**src/rtl/assert_macros.svh**
```systemverilog
// ---------------------------------------------------------------------------
// assert_macros.svh
// assertion helpers shared by the rtl, empty for synthesis
// ---------------------------------------------------------------------------
`ifndef ASSERT_MACROS_SVH
`define ASSERT_MACROS_SVH

`ifndef SYNTHESIS

// expression must hold at every clock edge out of reset
`define CFTP_ASSERT_ALWAYS(lbl, clk, rstn, expr, msg) \
  lbl: assert property (@(posedge clk) disable iff (!(rstn)) (expr)) else $error(msg);

// consequent must hold in the same cycle as the antecedent
`define CFTP_ASSERT_IMPLIES(lbl, clk, rstn, ante, cons, msg) \
  lbl: assert property (@(posedge clk) disable iff (!(rstn)) (ante) |-> (cons)) \
    else $error(msg);

`else

`define CFTP_ASSERT_ALWAYS(lbl, clk, rstn, expr, msg)
`define CFTP_ASSERT_IMPLIES(lbl, clk, rstn, ante, cons, msg)

`endif

`endif

```
**src/rtl/cftp_pkg.sv**
```systemverilog
// ---------------------------------------------------------------------------
// cftp_pkg
// types, character codes and helpers of the can frame text parser
// ---------------------------------------------------------------------------
`default_nettype none

package cftp_pkg;

  // character codes
  localparam logic [7:0] CH_HASH  = 8'h23;
  localparam logic [7:0] CH_DOT   = 8'h2E;
  localparam logic [7:0] CH_UP_R  = 8'h52;
  localparam logic [7:0] CH_LO_R  = 8'h72;
  localparam logic [7:0] CH_0     = 8'h30;
  localparam logic [7:0] CH_9     = 8'h39;
  localparam logic [7:0] CH_UP_A  = 8'h41;
  localparam logic [7:0] CH_UP_F  = 8'h46;
  localparam logic [7:0] CH_LO_A  = 8'h61;
  localparam logic [7:0] CH_LO_F  = 8'h66;
  localparam logic [7:0] UP_A_OFS = 8'h37;
  localparam logic [7:0] LO_A_OFS = 8'h57;

  // hex decode gives this for a non-hex character
  localparam logic [4:0] HEX_INVALID    = 5'd16;
  localparam logic [4:0] REMOTE_LEN_MAX = 5'd8;

  localparam logic [3:0] ID_SHORT_DIGITS = 4'd3;
  localparam logic [3:0] ID_LONG_DIGITS  = 4'd8;

  localparam logic [6:0] FD_MAX_BYTES      = 7'd64;
  localparam logic [6:0] CLASSIC_MAX_BYTES = 7'd8;
  localparam logic [7:0] WORD_BYTES_M1     = 8'd7;

  localparam int ID_EXT_BIT = 31;
  localparam int ID_RTR_BIT = 30;
  localparam int ID_ERR_BIT = 29;

  // result status codes
  localparam logic [1:0] ST_MALFORMED = 2'd0;
  localparam logic [1:0] ST_CLASSIC   = 2'd1;
  localparam logic [1:0] ST_FD        = 2'd2;

  // payload store: two banks of eight 64-bit rows
  localparam int STORE_ROWS   = 16;
  localparam int STORE_ADDR_W = 4;

  // finished frame handed from parser to emitter
  typedef struct packed {
    logic [1:0]  status;
    logic [31:0] can_id;
    logic [6:0]  frame_len;
    logic [3:0]  fd_flags;
    logic [3:0]  nwords;
    logic        bank;
  } frame_desc_t;

  // one byte write into the payload store
  typedef struct packed {
    logic                    en;
    logic [STORE_ADDR_W-1:0] addr;
    logic [2:0]              lane;
    logic [7:0]              data;
  } store_wr_t;

  // emitter occupancy seen by the parser and the checks
  typedef struct packed {
    logic act_valid;
    logic hold_full;
  } emit_stat_t;

  function automatic logic [4:0] hex_value(input logic [7:0] ch);
    logic [4:0] v;
    if (ch >= CH_0 && ch <= CH_9) begin
      v = 5'(ch - CH_0);
    end else if (ch >= CH_UP_A && ch <= CH_UP_F) begin
      v = 5'(ch - UP_A_OFS);
    end else if (ch >= CH_LO_A && ch <= CH_LO_F) begin
      v = 5'(ch - LO_A_OFS);
    end else begin
      v = HEX_INVALID;
    end
    return v;
  endfunction

endpackage

`default_nettype wire

```
**src/rtl/cftp_if.sv**
```systemverilog
// ---------------------------------------------------------------------------
// cftp_if
// valid/ready channels of the can frame text parser
// ---------------------------------------------------------------------------
`default_nettype none

interface cftp_in_if;
  logic       valid;
  logic       ready;
  logic [7:0] character;
  logic       end_of_text;

  modport source (output valid, output character, output end_of_text, input ready);
  modport sink   (input valid, input character, input end_of_text, output ready);
endinterface

interface cftp_out_if;
  logic        valid;
  logic        ready;
  logic [1:0]  status;
  logic [31:0] can_id;
  logic [6:0]  frame_len;
  logic [3:0]  fd_flags;
  logic        is_data_word;
  logic [2:0]  word_index;
  logic [63:0] data_word;
  logic        last;

  modport source (output valid, output status, output can_id, output frame_len,
                  output fd_flags, output is_data_word, output word_index,
                  output data_word, output last, input ready);
  modport sink   (input valid, input status, input can_id, input frame_len,
                  input fd_flags, input is_data_word, input word_index,
                  input data_word, input last, output ready);
endinterface

`default_nettype wire

```
**src/rtl/can_frame_text_parser_unit.sv**
```systemverilog
// ---------------------------------------------------------------------------
// can_frame_text_parser_unit
// streaming decoder of can frame text '<id>#<data>' into header and payload
// ---------------------------------------------------------------------------
// The input takes one character per beat, the final character of a frame
// text marked by end_of_text, and accepts one beat every cycle. The id is
// three or eight hex digits; after '#' comes an 'R'/'r' remote form with an
// optional length digit, a '##' fd form with a flag nibble and up to 64
// bytes, or up to 8 hex byte pairs each optionally led by one '.'. Once the
// frame ends, the output gives one header beat and then one beat per packed
// 64-bit payload word, one beat per cycle while the sink is ready, so a
// frame produces 1 to 9 beats with the last one flagged. A malformed frame
// gives one beat: status 0, last set, other fields zero. The payload store
// has two banks, so the next frame is parsed while the previous one is still
// being sent; the input stalls only when a second finished frame has to wait
// behind one still being sent, and runs again in the cycle after that frame's
// last beat is loaded into the output register. No clearing pass after reset.
// ---------------------------------------------------------------------------
`default_nettype none

module can_frame_text_parser_unit
  import cftp_pkg::*;
(
  input  wire         clk,
  input  wire         rst_n,
  cftp_in_if.sink     in_chan,
  cftp_out_if.source  out_chan
);

  `include "assert_macros.svh"

  // parser to emitter hand-off
  frame_desc_t             desc;
  logic                    desc_valid;
  emit_stat_t              emit_st;

  // payload store ports
  store_wr_t               st_wr;
  logic [STORE_ADDR_W-1:0] st_rd_addr;
  logic [63:0]             st_rd_data;

  // character decode and frame state
  cftp_parser u_parser (
    .clk        (clk),
    .rst_n      (rst_n),
    .in_ch      (in_chan),
    .stat       (emit_st),
    .wr         (st_wr),
    .desc       (desc),
    .desc_valid (desc_valid)
  );

  // payload bytes, written by the parser, read a word at a time
  cftp_store u_store (
    .clk     (clk),
    .wr      (st_wr),
    .rd_addr (st_rd_addr),
    .rd_data (st_rd_data)
  );

  // header and word beats through the output register
  cftp_emitter u_emitter (
    .clk        (clk),
    .rst_n      (rst_n),
    .desc       (desc),
    .desc_valid (desc_valid),
    .stat       (emit_st),
    .rd_addr    (st_rd_addr),
    .rd_data    (st_rd_data),
    .out_ch     (out_chan)
  );

  // a frame waits in the holding slot only behind one being sent
  `CFTP_ASSERT_IMPLIES(a_hold_behind_act, clk, rst_n, emit_st.hold_full, emit_st.act_valid, "hold slot full with no active frame")

  // a malformed frame is one header beat alone
  `CFTP_ASSERT_IMPLIES(a_malformed_single, clk, rst_n, out_chan.valid && out_chan.status == ST_MALFORMED, out_chan.last && !out_chan.is_data_word, "malformed frame beat not single")

  // a word beat that is not last leaves more payload behind it
  `CFTP_ASSERT_IMPLIES(a_word_more_bytes, clk, rst_n, out_chan.valid && out_chan.is_data_word && !out_chan.last, (out_chan.frame_len > {1'b0, out_chan.word_index, 3'b111}), "word beat not last but payload ends")

endmodule

`default_nettype wire

```
**src/rtl/cftp_store.sv**
```systemverilog
// ---------------------------------------------------------------------------
// cftp_store
// payload byte store, two banks of eight 64-bit rows with byte lanes
// ---------------------------------------------------------------------------
`default_nettype none

module cftp_store
  import cftp_pkg::*;
(
  input  wire                    clk,
  input  store_wr_t              wr,
  input  wire [STORE_ADDR_W-1:0] rd_addr,
  output logic [63:0]            rd_data
);

  logic [63:0] mem [STORE_ROWS];

  // registered read, data follows the address in the next cycle
  always_ff @(posedge clk) begin
    if (wr.en) begin
      mem[wr.addr][wr.lane*8 +: 8] <= wr.data;
    end
    rd_data <= mem[rd_addr];
  end

endmodule

`default_nettype wire

```
**src/rtl/cftp_parser.sv**
```systemverilog
// ---------------------------------------------------------------------------
// cftp_parser
// per-character frame text decode, one beat per cycle while the emitter's holding slot is free
// ---------------------------------------------------------------------------
`default_nettype none

module cftp_parser
  import cftp_pkg::*;
(
  input  wire         clk,
  input  wire         rst_n,
  cftp_in_if.sink     in_ch,
  input  emit_stat_t  stat,
  output store_wr_t   wr,
  output frame_desc_t desc,
  output logic        desc_valid
);

  typedef enum logic [2:0] {
    PH_ID, PH_AFTER_DELIM, PH_REMOTE_LEN, PH_FD_FLAGS,
    PH_DATA_START, PH_DATA_DOT, PH_DATA_LOW, PH_IGNORE
  } phase_t;

  typedef enum logic [1:0] {
    KIND_CLASSIC, KIND_FD, KIND_REMOTE
  } kind_t;

  phase_t      phase_r, phase_nxt;
  kind_t       kind_r, kind_nxt;
  logic [3:0]  pos_r, pos_nxt;
  logic [31:0] id_r, id_nxt;
  logic [3:0]  hi_r, hi_nxt;
  logic [6:0]  bc_r, bc_nxt;
  logic [3:0]  flags_r, flags_nxt;
  logic        err_r, err_nxt;
  logic        bank_r, bank_nxt;

  logic        accept;
  logic [4:0]  nib;
  logic        is_hex;
  logic [6:0]  limit;
  logic [6:0]  bc_inc;
  logic [7:0]  len_round;
  logic        bad;

  assign in_ch.ready = !stat.hold_full;
  assign accept      = in_ch.valid && in_ch.ready;
  assign nib         = hex_value(in_ch.character);
  assign is_hex      = !nib[4];
  assign limit       = (kind_r == KIND_FD) ? FD_MAX_BYTES : CLASSIC_MAX_BYTES;
  assign bc_inc      = bc_r + 7'd1;

  always_comb begin
    phase_nxt  = phase_r;
    kind_nxt   = kind_r;
    pos_nxt    = pos_r;
    id_nxt     = id_r;
    hi_nxt     = hi_r;
    bc_nxt     = bc_r;
    flags_nxt  = flags_r;
    err_nxt    = err_r;
    bank_nxt   = bank_r;
    wr         = '0;
    desc       = '0;
    desc_valid = 1'b0;
    bad        = 1'b0;
    len_round  = '0;

    if (accept && !err_r) begin
      case (phase_r)
        PH_ID: begin
          if (pos_r == ID_SHORT_DIGITS && in_ch.character == CH_HASH) begin
            phase_nxt = PH_AFTER_DELIM;
            pos_nxt   = pos_r + 4'd1;
          end else if (pos_r == ID_LONG_DIGITS) begin
            if (in_ch.character != CH_HASH) begin
              err_nxt = 1'b1;
            end else begin
              if (!id_r[ID_ERR_BIT]) id_nxt[ID_EXT_BIT] = 1'b1;
              phase_nxt = PH_AFTER_DELIM;
              pos_nxt   = pos_r + 4'd1;
            end
          end else if (!is_hex) begin
            err_nxt = 1'b1;
          end else begin
            id_nxt  = {id_r[27:0], nib[3:0]};
            pos_nxt = pos_r + 4'd1;
          end
        end
        PH_AFTER_DELIM, PH_DATA_START: begin
          if (phase_r == PH_AFTER_DELIM &&
              (in_ch.character == CH_UP_R || in_ch.character == CH_LO_R)) begin
            kind_nxt            = KIND_REMOTE;
            id_nxt[ID_RTR_BIT]  = 1'b1;
            phase_nxt           = PH_REMOTE_LEN;
          end else if (phase_r == PH_AFTER_DELIM && in_ch.character == CH_HASH) begin
            kind_nxt  = KIND_FD;
            phase_nxt = PH_FD_FLAGS;
          end else if (in_ch.character == CH_DOT) begin
            phase_nxt = PH_DATA_DOT;
          end else if (!is_hex) begin
            err_nxt = 1'b1;
          end else begin
            hi_nxt    = nib[3:0];
            phase_nxt = PH_DATA_LOW;
          end
        end
        PH_REMOTE_LEN: begin
          // a non-digit leaves the length at zero
          if (nib <= REMOTE_LEN_MAX) bc_nxt = {3'b000, nib[3:0]};
          phase_nxt = PH_IGNORE;
        end
        PH_FD_FLAGS: begin
          if (!is_hex) begin
            err_nxt = 1'b1;
          end else begin
            flags_nxt = nib[3:0];
            phase_nxt = PH_DATA_START;
          end
        end
        PH_DATA_DOT: begin
          if (!is_hex) begin
            err_nxt = 1'b1;
          end else begin
            hi_nxt    = nib[3:0];
            phase_nxt = PH_DATA_LOW;
          end
        end
        PH_DATA_LOW: begin
          if (!is_hex) begin
            err_nxt = 1'b1;
          end else begin
            wr.en     = 1'b1;
            wr.addr   = {bank_r, bc_r[5:3]};
            wr.lane   = bc_r[2:0];
            wr.data   = {hi_r, nib[3:0]};
            bc_nxt    = bc_inc;
            phase_nxt = (bc_inc >= limit) ? PH_IGNORE : PH_DATA_START;
          end
        end
        PH_IGNORE: begin
        end
        default: begin
        end
      endcase
    end

    if (accept && in_ch.end_of_text) begin
      bad = err_nxt || phase_nxt == PH_ID || phase_nxt == PH_FD_FLAGS ||
            phase_nxt == PH_DATA_LOW;
      len_round = {1'b0, bc_nxt} + WORD_BYTES_M1;
      if (!bad) begin
        desc.status    = (kind_nxt == KIND_FD) ? ST_FD : ST_CLASSIC;
        desc.can_id    = id_nxt;
        desc.frame_len = bc_nxt;
        desc.fd_flags  = flags_nxt;
        desc.nwords    = (kind_nxt == KIND_REMOTE) ? 4'd0 : len_round[6:3];
      end
      desc.bank  = bank_r;
      desc_valid = 1'b1;
      // start over on the other bank
      phase_nxt  = PH_ID;
      kind_nxt   = KIND_CLASSIC;
      pos_nxt    = '0;
      id_nxt     = '0;
      hi_nxt     = '0;
      bc_nxt     = '0;
      flags_nxt  = '0;
      err_nxt    = 1'b0;
      bank_nxt   = !bank_r;
    end
  end

  always_ff @(posedge clk) begin
    if (!rst_n) begin
      phase_r <= PH_ID;
      kind_r  <= KIND_CLASSIC;
      pos_r   <= '0;
      id_r    <= '0;
      hi_r    <= '0;
      bc_r    <= '0;
      flags_r <= '0;
      err_r   <= 1'b0;
      bank_r  <= 1'b0;
    end else begin
      phase_r <= phase_nxt;
      kind_r  <= kind_nxt;
      pos_r   <= pos_nxt;
      id_r    <= id_nxt;
      hi_r    <= hi_nxt;
      bc_r    <= bc_nxt;
      flags_r <= flags_nxt;
      err_r   <= err_nxt;
      bank_r  <= bank_nxt;
    end
  end

endmodule

`default_nettype wire

```
**src/rtl/cftp_emitter.sv**
```systemverilog
// ---------------------------------------------------------------------------
// cftp_emitter
// turns finished frames into a header beat and payload word beats
// ---------------------------------------------------------------------------
`default_nettype none

module cftp_emitter
  import cftp_pkg::*;
(
  input  wire                     clk,
  input  wire                     rst_n,
  input  frame_desc_t             desc,
  input  wire                     desc_valid,
  output emit_stat_t              stat,
  output logic [STORE_ADDR_W-1:0] rd_addr,
  input  wire [63:0]              rd_data,
  cftp_out_if.source              out_ch
);

  frame_desc_t act_r, act_nxt;
  frame_desc_t hold_r, hold_nxt;
  logic        act_valid_r, act_valid_nxt;
  logic        hold_full_r, hold_full_nxt;
  logic [3:0]  w_r, w_nxt;

  logic        out_valid_r, out_valid_nxt;
  logic [1:0]  status_r, status_nxt;
  logic [31:0] can_id_r, can_id_nxt;
  logic [6:0]  len_r, len_nxt;
  logic [3:0]  flags_r, flags_nxt;
  logic        is_data_r, is_data_nxt;
  logic [2:0]  widx_r, widx_nxt;
  logic [63:0] data_r, data_nxt;
  logic        last_r, last_nxt;

  logic        out_free;
  logic        fire;
  logic        done;
  logic [2:0]  idx;
  logic [2:0]  idx_nxt;
  logic [63:0] masked;

  assign out_free = !out_valid_r || out_ch.ready;
  assign fire     = act_valid_r && out_free;
  assign done     = fire && (w_r == act_r.nwords);
  assign idx      = w_r[2:0] - 3'd1;
  // the store read is registered, so address the word of the next cycle
  assign idx_nxt  = w_nxt[2:0] - 3'd1;
  assign rd_addr  = {act_nxt.bank, idx_nxt};

  // bytes past the frame length in the last word read as zero
  always_comb begin
    for (int k = 0; k < 8; k++) begin
      masked[k*8 +: 8] = ({1'b0, idx, 3'(k)} < act_r.frame_len) ? rd_data[k*8 +: 8] : 8'h00;
    end
  end

  always_comb begin
    act_nxt       = act_r;
    hold_nxt      = hold_r;
    act_valid_nxt = act_valid_r;
    hold_full_nxt = hold_full_r;
    w_nxt         = w_r;
    status_nxt    = status_r;
    can_id_nxt    = can_id_r;
    len_nxt       = len_r;
    flags_nxt     = flags_r;
    is_data_nxt   = is_data_r;
    widx_nxt      = widx_r;
    data_nxt      = data_r;
    last_nxt      = last_r;
    out_valid_nxt = out_valid_r && !out_ch.ready;

    if (fire) begin
      out_valid_nxt = 1'b1;
      status_nxt    = act_r.status;
      can_id_nxt    = act_r.can_id;
      len_nxt       = act_r.frame_len;
      flags_nxt     = act_r.fd_flags;
      is_data_nxt   = (w_r != 4'd0);
      widx_nxt      = (w_r != 4'd0) ? idx : 3'd0;
      data_nxt      = (w_r != 4'd0) ? masked : 64'd0;
      last_nxt      = (w_r == act_r.nwords);
      w_nxt         = w_r + 4'd1;
    end

    if (!act_valid_r || done) begin
      w_nxt = '0;
      if (hold_full_r) begin
        act_nxt       = hold_r;
        act_valid_nxt = 1'b1;
        hold_nxt      = desc;
        hold_full_nxt = desc_valid;
      end else begin
        act_nxt       = desc;
        act_valid_nxt = desc_valid;
      end
    end else if (desc_valid) begin
      hold_nxt      = desc;
      hold_full_nxt = 1'b1;
    end
  end

  always_ff @(posedge clk) begin
    if (!rst_n) begin
      act_valid_r <= 1'b0;
      hold_full_r <= 1'b0;
      out_valid_r <= 1'b0;
      w_r         <= '0;
    end else begin
      act_valid_r <= act_valid_nxt;
      hold_full_r <= hold_full_nxt;
      out_valid_r <= out_valid_nxt;
      w_r         <= w_nxt;
    end
    act_r     <= act_nxt;
    hold_r    <= hold_nxt;
    status_r  <= status_nxt;
    can_id_r  <= can_id_nxt;
    len_r     <= len_nxt;
    flags_r   <= flags_nxt;
    is_data_r <= is_data_nxt;
    widx_r    <= widx_nxt;
    data_r    <= data_nxt;
    last_r    <= last_nxt;
  end

  assign stat.act_valid      = act_valid_r;
  assign stat.hold_full      = hold_full_r;
  assign out_ch.valid        = out_valid_r;
  assign out_ch.status       = status_r;
  assign out_ch.can_id       = can_id_r;
  assign out_ch.frame_len    = len_r;
  assign out_ch.fd_flags     = flags_r;
  assign out_ch.is_data_word = is_data_r;
  assign out_ch.word_index   = widx_r;
  assign out_ch.data_word    = data_r;
  assign out_ch.last         = last_r;

endmodule

`default_nettype wire
```
**src/flat_wrapper.sv**
```systemverilog
// flat-port wrapper written by rule: the top's interface ports become plain ports
module can_frame_text_parser_unit_flat import cftp_pkg::*;
  (clk, rst_n, in_chan_valid, in_chan_character, in_chan_end_of_text, in_chan_ready, out_chan_valid, out_chan_status, out_chan_can_id, out_chan_frame_len, out_chan_fd_flags, out_chan_is_data_word, out_chan_word_index, out_chan_data_word, out_chan_last, out_chan_ready);
  cftp_in_if in_chan_i ();
  cftp_out_if out_chan_i ();
  input  wire clk;
  input  wire rst_n;
  input wire logic [$bits(in_chan_i.valid)-1:0] in_chan_valid;
  input wire logic [$bits(in_chan_i.character)-1:0] in_chan_character;
  input wire logic [$bits(in_chan_i.end_of_text)-1:0] in_chan_end_of_text;
  output wire logic [$bits(in_chan_i.ready)-1:0] in_chan_ready;
  output wire logic [$bits(out_chan_i.valid)-1:0] out_chan_valid;
  output wire logic [$bits(out_chan_i.status)-1:0] out_chan_status;
  output wire logic [$bits(out_chan_i.can_id)-1:0] out_chan_can_id;
  output wire logic [$bits(out_chan_i.frame_len)-1:0] out_chan_frame_len;
  output wire logic [$bits(out_chan_i.fd_flags)-1:0] out_chan_fd_flags;
  output wire logic [$bits(out_chan_i.is_data_word)-1:0] out_chan_is_data_word;
  output wire logic [$bits(out_chan_i.word_index)-1:0] out_chan_word_index;
  output wire logic [$bits(out_chan_i.data_word)-1:0] out_chan_data_word;
  output wire logic [$bits(out_chan_i.last)-1:0] out_chan_last;
  input wire logic [$bits(out_chan_i.ready)-1:0] out_chan_ready;
  assign in_chan_i.valid = in_chan_valid;
  assign in_chan_i.character = in_chan_character;
  assign in_chan_i.end_of_text = in_chan_end_of_text;
  assign in_chan_ready = in_chan_i.ready;
  assign out_chan_valid = out_chan_i.valid;
  assign out_chan_status = out_chan_i.status;
  assign out_chan_can_id = out_chan_i.can_id;
  assign out_chan_frame_len = out_chan_i.frame_len;
  assign out_chan_fd_flags = out_chan_i.fd_flags;
  assign out_chan_is_data_word = out_chan_i.is_data_word;
  assign out_chan_word_index = out_chan_i.word_index;
  assign out_chan_data_word = out_chan_i.data_word;
  assign out_chan_last = out_chan_i.last;
  assign out_chan_i.ready = out_chan_ready;
  can_frame_text_parser_unit u_core (.clk(clk), .rst_n(rst_n), .in_chan(in_chan_i), .out_chan(out_chan_i));
endmodule
```
**config.mk**
```make
export PLATFORM = sky130hd
export DESIGN_NAME = can_frame_text_parser_unit_flat
export DESIGN_NICKNAME = d
export VERILOG_FILES = /design/src/rtl/cftp_pkg.sv /design/src/rtl/cftp_if.sv /design/src/rtl/can_frame_text_parser_unit.sv /design/src/rtl/cftp_store.sv /design/src/rtl/cftp_parser.sv /design/src/rtl/cftp_emitter.sv /design/src/flat_wrapper.sv
export VERILOG_INCLUDE_DIRS = /design/src /design/src/rtl
export SDC_FILE = /design/constraint.sdc
export NUM_CORES = 2
export LEC_CHECK = 0
export BUFFER_PORTS_ARGS = -buffer_cell sky130_fd_sc_hd__buf_2
export CORE_UTILIZATION = 67
export DETAILED_ROUTE_END_ITERATION = 7
export PLACE_DENSITY = 0.85
export SLEW_MARGIN = 5
export SYNTH_ARGS = -nofsm -noshare
export SYNTH_HDL_FRONTEND = slang
export SYNTH_HIERARCHICAL = 1
export SYNTH_SLANG_ARGS = --single-unit
```
**constraint.sdc**
```tcl
create_clock -name clk -period 9.3 [get_ports clk]
set_input_delay 0.465 -clock clk [delete_from_list [all_inputs] [get_ports clk]]
set_output_delay 0.465 -clock clk [all_outputs]
set_load 0.01 [all_outputs]
```
# == Yosys cells after proc, flatten, opt, wreduce, memory -nomap -nowiden ==
# Memories as Yosys holds them, arrays and structs flattened. A register that Yosys moved wholly into a read port is not among the register bits.
# Cells that the tools add are included.
# Widths: inputs -> output; s select.
# totals
ff_bits,279
latchBits,0
ramBits,1024
mem_bits_ro,0
n_memories,1
# memory_table
memory,words,word_bits,read_ports,rd_ports_with_merged_regs,write_ports,line,rtl
u_core.u_store.mem,16,64,1,1,1,cftp_store.sv:16,logic [63:0] mem [STORE_ROWS];
# op_classes
add_sub_neg,10
multipliers,0
n_div,0
n_lt_le_gt_ge,16
n_eq_ne,25
n_shift,2
n_mux,78
bitwise,1
reduce_logical,44
# op_table
cell,n
$mux 50,5
$mux 32,3
$mux 64,1
$shift 8x34->64 const A,1
$shiftx 8x34->64,1
$lt 6x7->1,8
$mux 49,1
$mux 16,3
$mux 4,12
$mux 3,12
$neg 6->34,1
$mux 31,1
$mux 30,1
$mux 7,4
$mux 1,21
$pmux 3 s6,1
$reduce_and 2->1,9
$eq 8x6->1 const B,2
$eq 8x7->1 const B,2
$ge 8x7->1 const B,2
$le 8x7->1 const B,2
$mux 5,3
$sub 5x5->5 const B,3
$pmux 7 s2,1
other kinds (35),76

# == Logic depth before layout (Yosys ltp) ==
# depth
word_depth,19
ltp_mapped,18
depth_no_buf,15

# == Modules after synthesis ==
# The synthesis kept the hierarchy.
# by_module_without_submodules
module,n_inst,cells_per_inst,area_per_inst_um2
cftp_store,1,1880,40682.8
cftp_emitter,1,428,8150.3
cftp_parser,1,468,3608.5

# == Worst setup path before layout ==
# No wires, ideal clock.
# synth_timing
kind,register -> register
startpoint,register u_core.u_emitter.w_r[2]
endpoint,"register u_core/u_emitter/hold_r[0] in the netlist's numbering, enable pin"
t_arrival_ps,5921
slack_ps,2900
path_stages_with_launch,5
path_buffers,0
path_cell_list,dfxtp_1 > xnor2_1 > nand4_2 > o21ai_1 > mux2i_1
# synth_between
elab_chain_len,5
word_cells_on_any_way,6
# synth_rtl
item,line,rtl
from (decl),cftp_emitter.sv:24,"logic [3:0] w_r, w_nxt;"
from (signal assigned),cftp_emitter.sv:114,w_r <= w_nxt;
$eq 4x4->1 (*),cftp_emitter.sv:45,assign done = fire && (w_r == act_r.nwords);
$logic_and 1x1->1 (*),cftp_emitter.sv:45,
$logic_or 1x1->1 (*),cftp_emitter.sv:87,if (!act_valid_r || done) begin
$ne 2x2->1 (no line) / $reduce_bool 2->1 (equally long branches),n/a,
$reduce_and 2->1 (no line) (*),n/a,
to (signal assigned),cftp_emitter.sv:117,hold_r <= hold_nxt;
to (decl),cftp_emitter.sv:21,"frame_desc_t hold_r, hold_nxt;"
# Mark *: on every way between the ends. The rest lies on a longest branch, timed or not.
# A chain may end at the register's enable or synchronous reset.

==> results.md <==
* Mapped Area at 0.05243 mm^2
* Met2 GRT Util at 54.67%
* Crit path max-delay family: simple AND/OR/NAND/NOR gates
* Area delta synth->final at 11.30%
* Worst stage delay on the critical path at 1030 ps
* Switch Pwr at 2414 uW
* PostCTS Resize Cnt at 0
* GR Util All Layers at 33.88%
* WP buf/inv at 2
* Number of H-tree levels at 4
* Clk pwr share at 44.3%
* Root Driver: clkbuf_16
* Die outline height at 281.8 um
* GP Congestion at 0.9537
* Syn Nets at 2,809
* Worst slew pin tran at 1365 ps
* M3 GR Usage at 7.491%
* DRT iter0 DRCs at 4,356
* Number of global-route vias before repair at 27,920
* Setup Skew at 23.22 ps
* Final Critical Period at 5842 ps
* Fin util at 75.33%
* Yosys warns at 6
* Peak supply drop at 0.1864 mV
* Initial Util at 67.69%
* CP Cell Sequence: nor3b_1, nand3_1, nor2_1, nand2_1, inv_1, and2_1, inv_1, ha_1, ha_1, nor2_1, nand4_1, nor2_1
* Final nets at 2,962
* PortBufs at 128
* CP Launch Type: flip-flop
* IO Count at 129
* Largest net degree at the start of global routing at 209
* Sequential share of power at 54.5%
* Worst setup margin at 3458 ps
* RSZ-0062 raised after global routing: false
* Total core area at 0.07747 mm^2
* Relative slew margins at 8.693%
* CTS tree: done
* Power Dens Cells at 208.8 mW/mm^2
* Initial antenna violation count at 7
* Period utilisation layout at 62.82%
* CTS Buf Count at 132
* Gate power share at 1.2%
* Die width at 281.8 um
* Final ANT Viol Nets at 0
* Setup Viol. Count Final at 0
* Post-Synthesis Cells at 2,775
* Leak Pwr at 0.01766 uW
* Crit path DAT at 6190 ps
* Cell count after placement at 3,834
* Clock latency on the worst-skew pair at 730 ps
* CTS clk-pin slew, worst paths at 60 ps
* Most used cell, CP: nor2_1
* Max clock buf depth at 3
* DIE AREA at 0.07938 mm^2
* CTS Sinks at 1,367
* Met1 Usage GRT at 44.74%
* # Post-CTS Setup Buffers at 0
* Pre-CTS setup slack at 3390 ps
* Internal at 9771 uW
* Final hold violations at 0
* Drt total wl at 130,700 um
* MaxCap Viol Count at 0
* Slew Limit Fails at 0
* DRC at 0
* Tot Pwr at 12,190 uW
* Dpl hpwl at 75,760 um
* Remaining Overflow, GRT at 0
* Critical-path maximum fanout at 16
* Crit end category: flip-flop
* Sw Share at 19.81%
* Most used routing layer: met2
* First-pass GRT wire length at 189,700 um
* Drt first pass iters at 6
* Num rows at 102
* Setup TNS at 0 ps
* Ratio of cells with drive above 1 in the final layout at 22.60%
* Crit Path Class: flip-flop to flip-flop
* Status: finished, final reports clean
* Via count at 28,440
* Post-Layout Cell Count at 4,087
* Vias/cell at 6.959
* Syn Area/Cell at 18.90 um^2
* Max Fclk at 0.1712 GHz
* HP Class: primary input to flip-flop
* Worst Path Required at 9650 ps
* Post-CTS Hold Buffers at 0
* Slowest cell on crit path: nor2_1
* R2r setup slk at 3460 ps
* Routed wire per std cell at 31.99 um
-- per-layer routing --
| metal | vias up | part of all wire (%) |
|---|---|---|
| li1 | 11330 | - |
| met1 | 14420 | 35 |
| met2 | 2294 | 50 |
| met3 | 398 | 11 |
| met4 | 0 | 4.4 |
| met5 | - | 0 |
-- cells in the final DEF, fill, tap and decap left out, types with 5 or more instances in the layout --
cell type   count
a21oi_1        31
a22oi_1       130
a31oi_1         7
and2_1        134
and3_1         19
buf_2         128
buf_4          20
bufinv_16      11
clkbuf_1       32
clkbuf_16     137
clkbuf_8        7
clkinv_1       12
clkinv_2       15
clkinvlp_4     10
dfxtp_1       129
diode_2        11
edfxtp_1     1237
ha_1           21
inv_1          31
inv_6          13
mux2_2         52
mux2i_1        34
mux4_2        256
nand2_1        99
nand2b_1        8
nand3_1        20
nand4_1         8
nor2_1        264
nor2b_1        16
nor3_1         13
o21ai_0        12
o22ai_1         6
or2_2           5
xnor2_1        10
xor2_1          8
-- layout make-up --
class                      instances  area, um^2
antenna                           11       27.53
tap                             1040        1301
inverter                          33       133.9
timing repair buffer             150       830.8
sequential                      1367       39750
clock buffer                     176        3645
fill                            3951       19110
multi-input combinational       1244       11960
clock inverter                    66       705.7
-- worst reg2reg max path, delay by kind of cell (launching register included) --
family | cells | cell delay (ps)
fa+ha+maj | 2 | 650
buf+inv | 2 | 430
simple gates | 8 | 4050
flops | 1 | 330
-- worst paths after layout --
| check | from | to | depth (start not counted) |
|---|---|---|---|
| worst max-delay path | u_core/u_emitter/hold_full_r$_SDFFE_PN0P_ | u_core/u_store/mem[5][41]$_DFFE_PP_ | 12 |
| worst min-delay path | rst_n | u_core/u_parser/bank_r$_SDFFE_PN0P_ | 2 |
| worst max register to register | u_core/u_emitter/hold_full_r$_SDFFE_PN0P_ | u_core/u_store/mem[5][41]$_DFFE_PP_ | 12 |
| worst min register to register | u_core/u_emitter/act_r[47]$_DFFE_PP_ | u_core/u_emitter/out_ch.can_id[31]$_DFFE_PP_ | 0 |
-- sequential cells by signal, indices dropped and copies added, names as in the netlist, 32 cells and up --
| register | flops |
|---|---|
| u_core/u_store/mem | 1024 |
| u_core/u_emitter/out_ch.can_id | 32 |
| u_core/u_store/rd_data | 64 |
| u_core/u_parser/id_r | 32 |
| u_core/u_emitter/out_ch.data_word | 64 |
| u_core/u_emitter/hold_r | 50 |
| u_core/u_emitter/act_r | 50 |
-- power groups by stage --
| stage | Clock [uW] | Sequential (uW) | Combinational (uW) |
|---|---|---|---|
| 2_1_floorplan | 0 | 6780 | 84.6 |
| 3_3_place_gp | 0 | 6780 | 136 |
| 3_5_place_dp | 0 | 6780 | 142 |
| 4_1_cts | 5450 | 6640 | 144 |
| 5_1_grt | 5660 | 6640 | 154 |
| 6_report | 5400 | 6640 | 144 |
-- metrics by stage --
stage / instance area (um^2) / hold slack, ps
after floorplan: 52430 / 400.3
after global routing: 58330 / 89.63
after detailed placement: 53980 / 405.2
after CTS: 58330 / 69.53
after global placement: 53980 / 400.2
final: 58360 / 95.40
(Power assumes the default switching activity.)
